### src/rtl/pbsc_pkg.sv
// Package: types, codes and constants for the power button supply controller.
`timescale 1ns / 1ps
`default_nettype none
package pbsc_pkg;

  localparam int unsigned CFG_INDEX_W = 3;
  localparam int unsigned CFG_DATA_W  = 16;
  localparam int unsigned CNT_W       = 16;
  localparam int unsigned BANDGAP_W   = 12;
  localparam int unsigned SAMPLE_W    = 10;
  localparam int unsigned SUM_W       = 13;
  localparam int unsigned SCNT_W      = 4;
  localparam int unsigned AVG_SHIFT   = 3;
  localparam int unsigned AVG_W       = SUM_W - AVG_SHIFT;
  localparam int unsigned SCALE_SHIFT = 10;
  localparam int unsigned DVD_W       = BANDGAP_W + SCALE_SHIFT;
  localparam int unsigned DIV_CNT_W   = 5;
  localparam int unsigned VOLT_W      = 16;

  localparam logic [SCNT_W-1:0] SAMPLES_DROPPED = 4'd2;
  localparam logic [SCNT_W-1:0] SAMPLES_BURST   = 4'd10;

  localparam logic [CNT_W-1:0] WAKE_HOLD_RST  = 16'd180;
  localparam logic [CNT_W-1:0] OFF_HOLD_RST   = 16'd1900;
  localparam logic [CNT_W-1:0] SETTLE_RST     = 16'd10;
  localparam logic [CNT_W-1:0] OFF_DELAY_RST  = 16'd600;
  localparam logic [BANDGAP_W-1:0] BANDGAP_RST = 12'd1190;

  localparam logic [CFG_INDEX_W-1:0] REG_WAKE_HOLD = 3'd0;
  localparam logic [CFG_INDEX_W-1:0] REG_OFF_HOLD  = 3'd1;
  localparam logic [CFG_INDEX_W-1:0] REG_SETTLE    = 3'd2;
  localparam logic [CFG_INDEX_W-1:0] REG_OFF_DELAY = 3'd3;
  localparam logic [CFG_INDEX_W-1:0] REG_BANDGAP   = 3'd4;

  localparam logic [1:0] OP_TICK   = 2'd0;
  localparam logic [1:0] OP_CMD    = 2'd1;
  localparam logic [1:0] OP_SAMPLE = 2'd2;

  localparam logic [7:0] CMD_VOLTAGE  = 8'h58;
  localparam logic [7:0] CMD_CHARGE   = 8'h59;
  localparam logic [7:0] CMD_POWEROFF = 8'h6a;

  typedef enum logic [1:0] {
    MODE_SETTLE = 2'd0,
    MODE_ASLEEP = 2'd1,
    MODE_ACTIVE = 2'd2,
    MODE_OFFDLY = 2'd3
  } mode_t;

  typedef enum logic [1:0] {
    ST_IDLE = 2'd0,
    ST_DIV  = 2'd1,
    ST_HI   = 2'd2,
    ST_LO   = 2'd3
  } state_t;

  typedef struct packed {
    logic [1:0]          opcode;
    logic                key_pressed;
    logic                charging;
    logic [7:0]          rx_byte;
    logic [SAMPLE_W-1:0] sample;
  } in_req_t;

  typedef struct packed {
    logic       power_enable;
    logic       tx_valid;
    logic [7:0] tx_byte;
    logic       adc_burst_start;
    logic       last;
  } out_req_t;

endpackage
`default_nettype wire

### src/rtl/power_button_supply_controller.sv
// Top level: power button supply controller with a shared bit-serial divider.
// Any request but the tenth sample of a burst gives its result in the cycle after it
// is taken. The tenth sample of a burst runs the divider (one quotient bit per cycle),
// then gives the high and then the low voltage byte as two results.
// No request is taken while a result is due; in_ready stays low through a voltage reply.
// Reset (rst_n low, synchronous): default registers, settle mode, all counts cleared.
`timescale 1ns / 1ps
`default_nettype none
module power_button_supply_controller
  import pbsc_pkg::*;
(
  input  wire logic                   clk,
  input  wire logic                   rst_n,
  input  wire logic                   in_valid,
  output logic                        in_ready,
  input  wire in_req_t                in_data,
  output logic                        out_valid,
  input  wire logic                   out_ready,
  output out_req_t                    out_data,
  input  wire logic                   cfg_wr_en,
  input  wire logic [CFG_INDEX_W-1:0] cfg_index,
  input  wire logic [CFG_DATA_W-1:0]  cfg_wdata
);

  localparam logic [DIV_CNT_W-1:0] DIV_LAST = DIV_CNT_W'(DVD_W - 1);

  state_t state_r, state_nxt;
  mode_t  mode_r, mode_nxt;

  logic [CNT_W-1:0]     wake_hold_r, off_hold_r, settle_r, off_delay_r;
  logic [BANDGAP_W-1:0] bandgap_r;

  logic [CNT_W-1:0]  tick_cnt_r, tick_cnt_nxt;
  logic              key_held_r, key_held_nxt;
  logic [SCNT_W-1:0] smp_cnt_r, smp_cnt_nxt;
  logic [SUM_W-1:0]  smp_sum_r, smp_sum_nxt;
  logic              busy_r, busy_nxt;
  logic              volt_pend_r, volt_pend_nxt;
  logic              chg_pend_r, chg_pend_nxt;

  logic [DVD_W-1:0]     dvd_r, dvd_nxt;
  logic [AVG_W-1:0]     rem_r, rem_nxt;
  logic [AVG_W-1:0]     dvs_r, dvs_nxt;
  logic [DIV_CNT_W-1:0] div_cnt_r, div_cnt_nxt;
  logic                 again_r, again_nxt;
  logic [7:0]           volt_lo_r, volt_lo_nxt;
  out_req_t             out_r, out_nxt;

  logic              in_fire, out_fire;
  logic              go_div, div_done;
  logic [CNT_W-1:0]  tick_bump;
  logic [SCNT_W-1:0] smp_cnt_inc;
  logic [SUM_W-1:0]  smp_sum_upd;
  logic              pwr_down;
  logic              txv;
  logic [7:0]        txb;
  logic              burst;
  logic [AVG_W:0]    rem_sh;
  logic              q_bit;
  logic [DVD_W-1:0]  quo;
  logic [VOLT_W-1:0] volt;
  logic              pe_nxt, pe_cur;

  assign in_fire  = in_valid && in_ready;
  assign out_fire = out_valid && out_ready;
  assign out_data = out_r;

  assign tick_bump   = (tick_cnt_r != {CNT_W{1'b1}}) ? tick_cnt_r + 1'b1 : tick_cnt_r;
  assign smp_cnt_inc = smp_cnt_r + 1'b1;
  assign smp_sum_upd = (smp_cnt_inc > SAMPLES_DROPPED) ?
                       smp_sum_r + SUM_W'(in_data.sample) : smp_sum_r;

  assign rem_sh   = {rem_r, dvd_r[DVD_W-1]};
  assign q_bit    = (rem_sh >= {1'b0, dvs_r});
  assign quo      = {dvd_r[DVD_W-2:0], q_bit};
  assign div_done = (state_r == ST_DIV) && (div_cnt_r == '0);
  assign volt     = (|quo[DVD_W-1:VOLT_W]) ? {VOLT_W{1'b1}} : quo[VOLT_W-1:0];
  assign pe_cur   = (mode_r == MODE_ACTIVE) || (mode_r == MODE_OFFDLY);
  assign pe_nxt   = (mode_nxt == MODE_ACTIVE) || (mode_nxt == MODE_OFFDLY);

  always_comb begin
    state_nxt = state_r;
    case (state_r)
      ST_IDLE: begin
        if (in_fire) begin
          state_nxt = go_div ? ST_DIV : ST_LO;
        end
      end
      ST_DIV: begin
        if (div_done) begin
          state_nxt = ST_HI;
        end
      end
      ST_HI: begin
        if (out_fire) begin
          state_nxt = ST_LO;
        end
      end
      ST_LO: begin
        if (out_fire) begin
          state_nxt = ST_IDLE;
        end
      end
      default: state_nxt = ST_IDLE;
    endcase
  end

  always_comb begin
    in_ready  = 1'b0;
    out_valid = 1'b0;
    case (state_r)
      ST_IDLE: in_ready  = 1'b1;
      ST_HI:   out_valid = 1'b1;
      ST_LO:   out_valid = 1'b1;
      default: begin
        in_ready  = 1'b0;
        out_valid = 1'b0;
      end
    endcase
  end

  always_comb begin
    mode_nxt      = mode_r;
    tick_cnt_nxt  = tick_cnt_r;
    key_held_nxt  = key_held_r;
    smp_cnt_nxt   = smp_cnt_r;
    smp_sum_nxt   = smp_sum_r;
    busy_nxt      = busy_r;
    volt_pend_nxt = volt_pend_r;
    chg_pend_nxt  = chg_pend_r;
    again_nxt     = again_r;
    pwr_down      = 1'b0;
    go_div        = 1'b0;
    txv           = 1'b0;
    txb           = 8'd0;
    burst         = 1'b0;
    if (in_fire) begin
      case (in_data.opcode)
        OP_TICK: begin
          case (mode_r)
            MODE_SETTLE: begin
              tick_cnt_nxt = tick_bump;
              if (tick_bump >= settle_r) begin
                mode_nxt     = MODE_ASLEEP;
                tick_cnt_nxt = '0;
              end
            end
            MODE_ASLEEP: begin
              if (in_data.key_pressed) begin
                key_held_nxt = 1'b1;
                tick_cnt_nxt = tick_bump;
                if (tick_bump >= wake_hold_r) begin
                  mode_nxt     = MODE_ACTIVE;
                  tick_cnt_nxt = '0;
                  key_held_nxt = 1'b0;
                end
              end else if (key_held_r) begin
                pwr_down = 1'b1;
              end
            end
            MODE_ACTIVE: begin
              if (in_data.key_pressed) begin
                tick_cnt_nxt = tick_bump;
                if (tick_bump >= off_hold_r) begin
                  pwr_down = 1'b1;
                end
              end else begin
                tick_cnt_nxt = '0;
                if (chg_pend_r) begin
                  chg_pend_nxt = 1'b0;
                  txv          = 1'b1;
                  txb          = {7'd0, in_data.charging};
                end
              end
            end
            default: begin
              tick_cnt_nxt = tick_bump;
              if (tick_bump >= off_delay_r) begin
                pwr_down = 1'b1;
              end
            end
          endcase
        end
        OP_CMD: begin
          if (mode_r == MODE_ACTIVE) begin
            case (in_data.rx_byte)
              CMD_VOLTAGE: begin
                if (busy_r) begin
                  volt_pend_nxt = 1'b1;
                end else begin
                  busy_nxt    = 1'b1;
                  smp_cnt_nxt = '0;
                  smp_sum_nxt = '0;
                  burst       = 1'b1;
                end
              end
              CMD_CHARGE: chg_pend_nxt = 1'b1;
              CMD_POWEROFF: begin
                if (off_delay_r == '0) begin
                  pwr_down = 1'b1;
                end else begin
                  mode_nxt     = MODE_OFFDLY;
                  tick_cnt_nxt = '0;
                end
              end
              default: begin
                mode_nxt = mode_r;
              end
            endcase
          end
        end
        OP_SAMPLE: begin
          if (busy_r) begin
            smp_cnt_nxt = smp_cnt_inc;
            smp_sum_nxt = smp_sum_upd;
            if (smp_cnt_inc >= SAMPLES_BURST) begin
              go_div      = 1'b1;
              busy_nxt    = 1'b0;
              smp_cnt_nxt = '0;
              smp_sum_nxt = '0;
              again_nxt   = volt_pend_r;
              if (volt_pend_r) begin
                volt_pend_nxt = 1'b0;
                busy_nxt      = 1'b1;
              end
            end
          end
        end
        default: begin
          mode_nxt = mode_r;
        end
      endcase
      if (pwr_down) begin
        mode_nxt      = (settle_r == '0) ? MODE_ASLEEP : MODE_SETTLE;
        tick_cnt_nxt  = '0;
        key_held_nxt  = 1'b0;
        smp_cnt_nxt   = '0;
        smp_sum_nxt   = '0;
        busy_nxt      = 1'b0;
        volt_pend_nxt = 1'b0;
        chg_pend_nxt  = 1'b0;
      end
    end
  end

  always_comb begin
    dvd_nxt     = dvd_r;
    rem_nxt     = rem_r;
    dvs_nxt     = dvs_r;
    div_cnt_nxt = div_cnt_r;
    volt_lo_nxt = volt_lo_r;
    out_nxt     = out_r;
    if (in_fire) begin
      if (go_div) begin
        dvd_nxt     = {bandgap_r, {SCALE_SHIFT{1'b0}}};
        rem_nxt     = '0;
        dvs_nxt     = smp_sum_upd[SUM_W-1:AVG_SHIFT];
        div_cnt_nxt = DIV_LAST;
      end else begin
        out_nxt.power_enable    = pe_nxt;
        out_nxt.tx_valid        = txv;
        out_nxt.tx_byte         = txb;
        out_nxt.adc_burst_start = burst;
        out_nxt.last            = 1'b1;
      end
    end
    if (state_r == ST_DIV) begin
      dvd_nxt     = quo;
      rem_nxt     = q_bit ? AVG_W'(rem_sh - {1'b0, dvs_r}) : rem_sh[AVG_W-1:0];
      div_cnt_nxt = div_cnt_r - 1'b1;
      if (div_done) begin
        volt_lo_nxt             = volt[7:0];
        out_nxt.power_enable    = pe_cur;
        out_nxt.tx_valid        = 1'b1;
        out_nxt.tx_byte         = volt[VOLT_W-1:8];
        out_nxt.adc_burst_start = 1'b0;
        out_nxt.last            = 1'b0;
      end
    end
    if ((state_r == ST_HI) && out_fire) begin
      out_nxt.power_enable    = pe_cur;
      out_nxt.tx_valid        = 1'b1;
      out_nxt.tx_byte         = volt_lo_r;
      out_nxt.adc_burst_start = again_r;
      out_nxt.last            = 1'b1;
    end
  end

  always_ff @(posedge clk) begin
    if (!rst_n) begin
      wake_hold_r <= WAKE_HOLD_RST;
      off_hold_r  <= OFF_HOLD_RST;
      settle_r    <= SETTLE_RST;
      off_delay_r <= OFF_DELAY_RST;
      bandgap_r   <= BANDGAP_RST;
    end else if (cfg_wr_en) begin
      case (cfg_index)
        REG_WAKE_HOLD: wake_hold_r <= cfg_wdata;
        REG_OFF_HOLD:  off_hold_r  <= cfg_wdata;
        REG_SETTLE:    settle_r    <= cfg_wdata;
        REG_OFF_DELAY: off_delay_r <= cfg_wdata;
        REG_BANDGAP:   bandgap_r   <= cfg_wdata[BANDGAP_W-1:0];
        default: begin
          bandgap_r <= bandgap_r;
        end
      endcase
    end
  end

  always_ff @(posedge clk) begin
    if (!rst_n) begin
      state_r     <= ST_IDLE;
      mode_r      <= MODE_SETTLE;
      tick_cnt_r  <= '0;
      key_held_r  <= 1'b0;
      smp_cnt_r   <= '0;
      smp_sum_r   <= '0;
      busy_r      <= 1'b0;
      volt_pend_r <= 1'b0;
      chg_pend_r  <= 1'b0;
      div_cnt_r   <= '0;
      again_r     <= 1'b0;
    end else begin
      state_r     <= state_nxt;
      mode_r      <= mode_nxt;
      tick_cnt_r  <= tick_cnt_nxt;
      key_held_r  <= key_held_nxt;
      smp_cnt_r   <= smp_cnt_nxt;
      smp_sum_r   <= smp_sum_nxt;
      busy_r      <= busy_nxt;
      volt_pend_r <= volt_pend_nxt;
      chg_pend_r  <= chg_pend_nxt;
      div_cnt_r   <= div_cnt_nxt;
      again_r     <= again_nxt;
    end
  end

  always_ff @(posedge clk) begin
    dvd_r     <= dvd_nxt;
    rem_r     <= rem_nxt;
    dvs_r     <= dvs_nxt;
    volt_lo_r <= volt_lo_nxt;
    out_r     <= out_nxt;
  end

endmodule
`default_nettype wire

### config.mk
export PLATFORM = sky130hd
export DESIGN_NAME = power_button_supply_controller
export DESIGN_NICKNAME = d
export VERILOG_FILES = /design/src/rtl/pbsc_pkg.sv /design/src/rtl/power_button_supply_controller.sv
export SDC_FILE = /design/constraint.sdc
export NUM_CORES = 1
export LEC_CHECK = 0
export BUFFER_PORTS_ARGS = -buffer_cell sky130_fd_sc_hd__buf_2
export CORE_ASPECT_RATIO = 0.5
export CORE_MARGIN = 1.5
export CORE_UTILIZATION = 30
export CTS_BUF_LIST = sky130_fd_sc_hd__clkbuf_4
export DETAILED_ROUTE_END_ITERATION = 10
export GPL_TIMING_DRIVEN = 0
export RECOVER_POWER = 25
export SLEW_MARGIN = 15
export SYNTH_ARGS = -nofsm -noshare
export SYNTH_HDL_FRONTEND = slang
export SYNTH_SLANG_ARGS = --single-unit
### constraint.sdc
create_clock -name clk -period 9.4 [get_ports clk]
set_input_delay 1.88 -clock clk [delete_from_list [all_inputs] [get_ports clk]]
set_output_delay 1.88 -clock clk [all_outputs]
set_load 0.02 [all_outputs]
==> results of run 1 <==
==> sequential cells by signal, indices dropped and copies added, names as in the netlist, 4 cells and up <==
register	cells
smp_cnt_r	4
div_cnt_r	5
settle_r	16
bandgap_r	12
rem_r	10
off_delay_r	16
volt_lo_r	8
off_hold_r	16
smp_sum_r	13
dvd_r	22
tick_cnt_r	16
dvs_r	10
out_data	12
wake_hold_r	16
==> worst max-delay path, delay by kind of cell (launching register included) <==
kind | cells | cell delay, ns
xor gates and xnor gates | 1 | 0.34
adders and majority gates | 1 | 0.36
AOI/OAI and AO/OA | 5 | 1.29
and+or+nand+nor | 8 | 2.30
buffers and inverters | 3 | 1.08
DFF | 1 | 0.34
==> kinds of logic after synthesis <==
| kind of cell | synth area share [%] |
|---|---|
| mux | 2.20 |
| buf+inv | 5.29 |
| simple gates | 19.7 |
| compound gates | 17.9 |
| xor+xnor | 2.46 |
| fa+ha+maj | 11.7 |
| flops | 40.8 |
==> per-stage QoR <==
step / setup slack (ns) / hold WS, ns / cell area (sq um) / cells
finish: 3.60 / 0.466 / 11400 / 1724
floorplan: 4.75 / 0.434 / 10300 / 1192
global route: 3.09 / 0.484 / 11400 / 1724
global placement: 3.63 / 0.444 / 11200 / 1690
CTS: 3.73 / 0.467 / 11500 / 1723
detailed placement: 3.76 / 0.441 / 11200 / 1691
==> per-layer routing <==
layer	part of all wire (%)	global-route usage, %
met3	4.0	2.90
met2	47	26.7
met4	1.8	4.16
met1	47	19.9
met5	0	0
==> power by group through the flow <==
stage | sequential (mW) | combinational [mW] | clock (mW)
final | 0.976 | 0.489 | 0.457
after global placement | 0.993 | 0.491 | 0
after floorplan | 1.01 | 0.322 | 0
after CTS | 0.976 | 0.495 | 0.471
after detailed placement | 0.994 | 0.492 | 0
after global routing | 0.988 | 0.547 | 0.502
==> placed cells by master, fill, tap and decap left out, drive strengths merged, types with 24 or more instances in the layout <==
cell type	n
clkbuf	62
dfxtp	135
nor2	77
nand3	37
buf	60
inv	108
o211ai	24
edfxtp	50
nand2	179
o21ai	48
ha	93
a21oi	105
==> worst paths after layout <==
kind,depth (start not counted),slack (ns),end
setup / recovery,18,3.60,smp_cnt_r[1]$_SDFFE_PN0P_
hold / removal,2,0.47,wake_hold_r[12]$_SDFFE_PN0P_
setup reg to reg,18,3.60,smp_cnt_r[1]$_SDFFE_PN0P_
hold reg to reg,2,0.47,wake_hold_r[12]$_SDFFE_PN0P_
==> final cells by class <==
type                    instances  area, sq um  share of cell area (%)
clock buffers                  17          128                    1.12
well taps                     441          552                    4.82
multi-input cells             862         5570                    48.7
inverters                      98          368                    3.21
flip-flops and latches        185         4200                    36.7
diodes                          1         2.50                  0.0219
plain buffers                  47          178                    1.55
repair buffers                 58          287                    2.50
clock inverters                15          154                    1.34
==> results.md, run 1 <==
* Number of global-route vias before repair at 8,055
* DP Wirelength at 20,800 um
* Worst Hold Class: register to register
* Tcrit/Tclk final at 61.7%
* Unrepaired setup endpoints after global routing: no
* Crit. Startpoint: tick_cnt_r[4]$_SDFFE_PN0P_
* Share of cells above drive strength 1 at 9.52%
* Clock Sinks at 185
* Proportion of netlist area held by the largest area contributor at 26.2%
* Max incr delay on CP at 0.85 ns
* Initial DRC Count at 645
* Critical-path cell list: clkbuf_1 > and4_1 > nand4_1 > nor4_1 > nor2_1 > nand2_1 > xnor2_1 > ha_1 > nor4_1 > nor3_1 > o21ai_0 > a21oi_1 > o22a_1 > o31ai_1 > clkbuf_1 > clkbuf_1 > nand3_1 > o41ai_1
* Root Buffer: clkbuf_4
* Post_cts resized at 0
* Die Ht at 134 um
* CP dominant cell by count: clkbuf_1
* Post-route setup TNS at 0 ns
* Mapped Nets at 1,333
* Mapped Area at 10,300 sq um
* Status: complete, no violations
* Critical path required time at 9.92 ns
* HP Start: wake_hold_r[12]$_SDFFE_PN0P_
* Routed len/inst at 15.8 um
* Total GRT Usage at 15.5%
* Final wirelength at 27,200 um
* Initial Util at 30.8%
* Via count at 8,666
* WP data arrival at 6.32 ns
* Hold Buf Count CTS at 0
* Synth top cells by count: nand2_1 (179), dfxtp_1 (135), a21oi_1 (105), inv_1 (98), ha_1 (93)
* Power per Cell Area at 168 nW/um^2
* Vias/cell at 5.03
* Number of I/O pins at 60
* Post-synth top area cell: dfxtp_1
* TritonCTS clock tree: built
* Combinational fraction of design power at 25.4%
* Tmin final at 5.80 ns
* Die area at 35,600 sq um
* Top FF cell, synth: dfxtp_1
* Switching share of power at 34.9%
* Tightest Pin Transition at 0.972 ns
* Avg Cell Area, Syn at 8.65 sq um
* Crit. End Element: register
* Final hold violation count at 0
* Critical-path top delay cell: nor4_1
* Flops & latches, synth at 185
* Cell-internal power at 1.25 mW
* CTS buffer count at 17
* Leakage at 4.42 nW
* Sequential area share after synthesis at 40.8%
* Post-synth EDFFs at 50
* Worst-Skew Late Latency at 0.60 ns
* RD Place Congestion at 0.845
* H-tree levels at 4
* Fill cell count at 3,510
* Clk buf depth at 2
* R2R Path Start: tick_cnt_r[4]$_SDFFE_PN0P_
* Fmax at 0.172 GHz
* Nets at 1,410
* Yosys Warn Count at 0
* Synth-to-layout area growth at 10.9%
* Worst Path Max Fanout at 10
* Peak VDD IR at 0.0000818 V
* Drt first pass iters at 5
* Top cells by area, synth: dfxtp_1 (26%), edfxtp_1 (15%), ha_1 (11%)
* IO Port Bufs at 57
* Most numerous cell in the Yosys netlist: nand2_1
* Synth cell types at 68
* Max_cap viols at 0
* Post-synthesis cell count at 1,192
* Antenna violations before repair at 1
* Die X-Extent at 265 um
* Post-layout util at 34.2%
* # rows at 47
* Sequential power share at 50.8%
* Skew final at 0.0253 ns
* Setup CP Type: register to register
* Clock Power Share at 23.8%
* Worst relative slew slack at 34.6%
* Psw at 670 uW
* Largest net degree at the start of global routing at 35
* Routed Antenna Nets at 0
* Total core area at 33,500 sq um
* CP Launch Type: register
* Clk slew on worst S/H paths at 0.16 ns
* # setup viols final at 0
* # DRC at 0
* Grt ovf at 0
* Pwr Total at 1.92 mW
* Setup Fix Bufs, Post-CTS at 0
* Final Slew Violations at 0
* Share of flip-flops with an asynchronous set or reset at 0%
* Global-route wire length before repair at 43,100 um
No activity file was read; power rests on OpenSTA's default activity.
==> run 2: changes to the inputs <==
==> constraint.sdc (replaced) <==
create_clock -name clk -period 4.8 [get_ports clk]
set_input_delay 0.96 -clock clk [delete_from_list [all_inputs] [get_ports clk]]
set_output_delay 0.96 -clock clk [all_outputs]
set_load 0.02 [all_outputs]
==> run 2 against run 1 <==
Sequential cell count did not move. Non-clock buffer count is 1 higher. Clock skew increased by 0.00064 ns. Final area grew 1.2%. Utilization rose by 0.42 points. Routed wire length rose by 0.47%. Critical endpoint is now tick_cnt_r[5]$_SDFFE_PN0P_. Largest cell class unchanged. Largest power group unchanged.
==> results.md, run 2 (synthesized netlist as in run 1, its figures left out) <==
* R2R Path End: tick_cnt_r[5]$_SDFFE_PN0P_
* Worst Hold Class: register to register
* CP dominant cell by count: ha_1
* R2R depth at 14 (-4)
* R2R Path Start: tick_cnt_r[0]$_SDFFE_PN0P_
* Worst path depth at 14 (-4)
* Critical-path cell list: ha_1 > nand3_1 > nor4_4 > buf_4 > xor2_4 > ha_1 > nand2b_1 > a2111oi_1 > o21ai_0 > o31a_1 > a2111o_1 > or3_4 > or3_1 > a31oi_1
* Largest register FFs at 22 (unchanged)
* Power per Cell Area at 325 nW/um^2 (+93%)
* WP buf/inv at 1 (-2)
* Number of global-route vias before repair at 8,072 (+0.21%)
* Psw at 1.32 mW (+97%)
* Routed Antenna Nets at 0 (unchanged)
* Crit. Startpoint: tick_cnt_r[0]$_SDFFE_PN0P_
* Worst relative slew slack at 45.4% (+11 points)
* Sequential power share at 50.9% (about the same)
* Critical path required time at 5.32 ns (-4.60 ns)
* Crit. End Element: register
* Combinational fraction of design power at 25.3% (about the same)
* Worst Path Max Fanout at 7 (-3)
* DP Wirelength at 20,800 um (unchanged)
* Root Buffer: clkbuf_4
* Top Family by Delay on Critical Path: compound AO/OA/AOI/OAI gates
* Via count at 8,711 (+0.52%)
* Max_cap viols at 0 (unchanged)
* Total core area at 33,500 sq um (unchanged)
* Switching share of power at 35.0% (+0.14 points)
* Worst-Skew Late Latency at 0.60 ns (about the same)
* WP data arrival at 5.13 ns (-1.19 ns)
* Initial DRC Count at 671 (+4.0%)
* Peak VDD IR at 0.000159 V (+95%)
* Initial Util at 30.8% (unchanged)
* H-tree levels at 4 (unchanged)
* Fmax at 0.217 GHz (+26%)
* Post-route setup TNS at 0 ns (unchanged)
* Tcrit/Tclk final at 96.0% (+34 points)
* Cell-internal power at 2.44 mW (+95%)
* # rows at 47 (unchanged)
* Grt ovf at 0 (unchanged)
* Clock Sinks at 185 (unchanged)
* # setup viols final at 0 (unchanged)
* Routed len/inst at 15.8 um (+0.42%)
* TritonCTS clock tree: built
* Flop-to-flop setup slack at 0.19 ns (-3.41 ns)
* RD Place Congestion at 0.845 (unchanged)
* Synth-to-layout area growth at 12.3%
* Max incr delay on CP at 0.48 ns (-0.37 ns)
* Die area at 35,600 sq um (unchanged)
* Final wirelength at 27,300 um (+0.47%)
* Leakage at 4.48 nW (+1.3%)
* Setup WS post-layout at 0.193 ns (-3.41 ns)
* Global-route wire length before repair at 43,200 um (+0.29%)
* Total GRT Usage at 15.5% (+0.039 points)
* Tmin final at 4.61 ns (-1.19 ns)
* Status: complete, no violations
* Most frequent cells in the layout: nand2_1 (179), dfxtp_1 (132), a21oi_1 (105)
* Vias/cell at 5.05 (+0.46%)
* Tightest Pin Transition at 0.817 ns (-0.155 ns)
* Setup CP Type: register to register
* Drt first pass iters at 5 (unchanged)
* Pwr Total at 3.76 mW (+96%)
* Final Slew Violations at 0 (unchanged)
* Clock Power Share at 23.8% (about the same)
* Final hold violation count at 0 (unchanged)
* Largest net degree at the start of global routing at 35 (unchanged)
* Fill cell count at 3,487 (-0.66%)
* Number of I/O pins at 60 (unchanged)
* CTS buffer count at 17 (unchanged)
* Critical-path top delay cell: dfxtp_2
* CP Launch Type: register
* Share of cells above drive strength 1 at 10.9% (+1.4 points)
* Die Ht at 134 um (unchanged)
* Worst Hold Path Cells at 2 (unchanged)
* Antenna violations before repair at 1 (unchanged)
* Post-place setup slack at -0.840 ns (-4.60 ns)
* CP Capture Point: tick_cnt_r[5]$_SDFFE_PN0P_
* Die X-Extent at 265 um (unchanged)
* IO Port Bufs at 57 (unchanged)
* Skew final at 0.0259 ns (+0.000644 ns)
* # DRC at 0 (unchanged)
* Nets at 1,411 (+0.071%)
* Clk buf depth at 2 (unchanged)
* Clk slew on worst S/H paths at 0.17 ns (about the same)
* Most common cell after layout, fill and taps aside: nand2_1
* Largest register by flop count: dvd_r
[run 2: area by class of cell]
class | count | area (sq um) | share of cell area (%)
antenna | 1 | 2.50 | 0.0216
inverter | 98 | 368 | 3.18
tap | 441 | 552 | 4.76
timing repair buffer | 61 | 300 | 2.59
multi-input combinational | 862 | 5700 | 49.2
clock buffer | 17 | 128 | 1.10
clock inverter | 15 | 154 | 1.33
buffer | 45 | 173 | 1.49
sequential | 185 | 4210 | 36.3
[run 2: power by group through the flow]
stage	Combinational [mW]	Sequential, mW	Clock, mW
floorplan	0.631	1.97	0
global placement	0.961	1.95	0
detailed placement	0.964	1.95	0
CTS	0.970	1.91	0.922
global route	1.07	1.94	0.983
finish	0.953	1.91	0.896
[run 2: tightest hold or removal path, delay by kind of cell (launching register included)]
kind	cells	cell delay, ns
flops	1	0.34
simple gates	1	0.05
compound gates	1	0.05
[run 2: worst min-delay path by stage]
stage	slack [ns]	from	endpoint
floorplan	0.43	bandgap_r[0]$_SDFFE_PN0P_	bandgap_r[0]$_SDFFE_PN0P_
global placement	0.44	wake_hold_r[6]$_SDFFE_PN0P_	wake_hold_r[6]$_SDFFE_PN0P_
detailed placement	0.44	volt_lo_r[7]$_SDFFCE_PP1P_	out_data[9]$_DFF_P_
CTS	0.47	off_hold_r[12]$_SDFFE_PN0P_	off_hold_r[12]$_SDFFE_PN0P_
global route	0.48	off_hold_r[13]$_SDFFE_PN0P_	off_hold_r[13]$_SDFFE_PN0P_
finish	0.47	off_hold_r[13]$_SDFFE_PN0P_	off_hold_r[13]$_SDFFE_PN0P_
[run 2: timing repair]
item                       4_1_cts  5_1_grt
gates resized for setup         12       15
buffers inserted                 3        0
setup endpoints to repair       37       30
hold buffers                     0        0
pin swaps                        2        0
[run 2: per-stage QoR]
step	cells	utilization, %	cell area, sq um	hold slack [ns]
6_report	1725	34.6	11600	0.466
5_1_grt	1725	34.6	11600	0.484
4_1_cts	1726	34.5	11500	0.467
3_5_place_dp	1691	33.4	11200	0.441
3_3_place_gp	1690	33.3	11200	0.444
2_1_floorplan	1192	-	10300	0.434
[run 2: routing by layer]
| metal | wire length [um] | up-vias | global-route usage, % |
|---|---|---|---|
| met1 | 12800 | 4118 | 19.9 |
| met2 | 13000 | 157 | 26.7 |
| met4 | 530 | 0 | 4.25 |
| met3 | 1040 | 32 | 2.90 |
| met5 | 0 | - | 0 |
| li1 | - | 4404 | - |
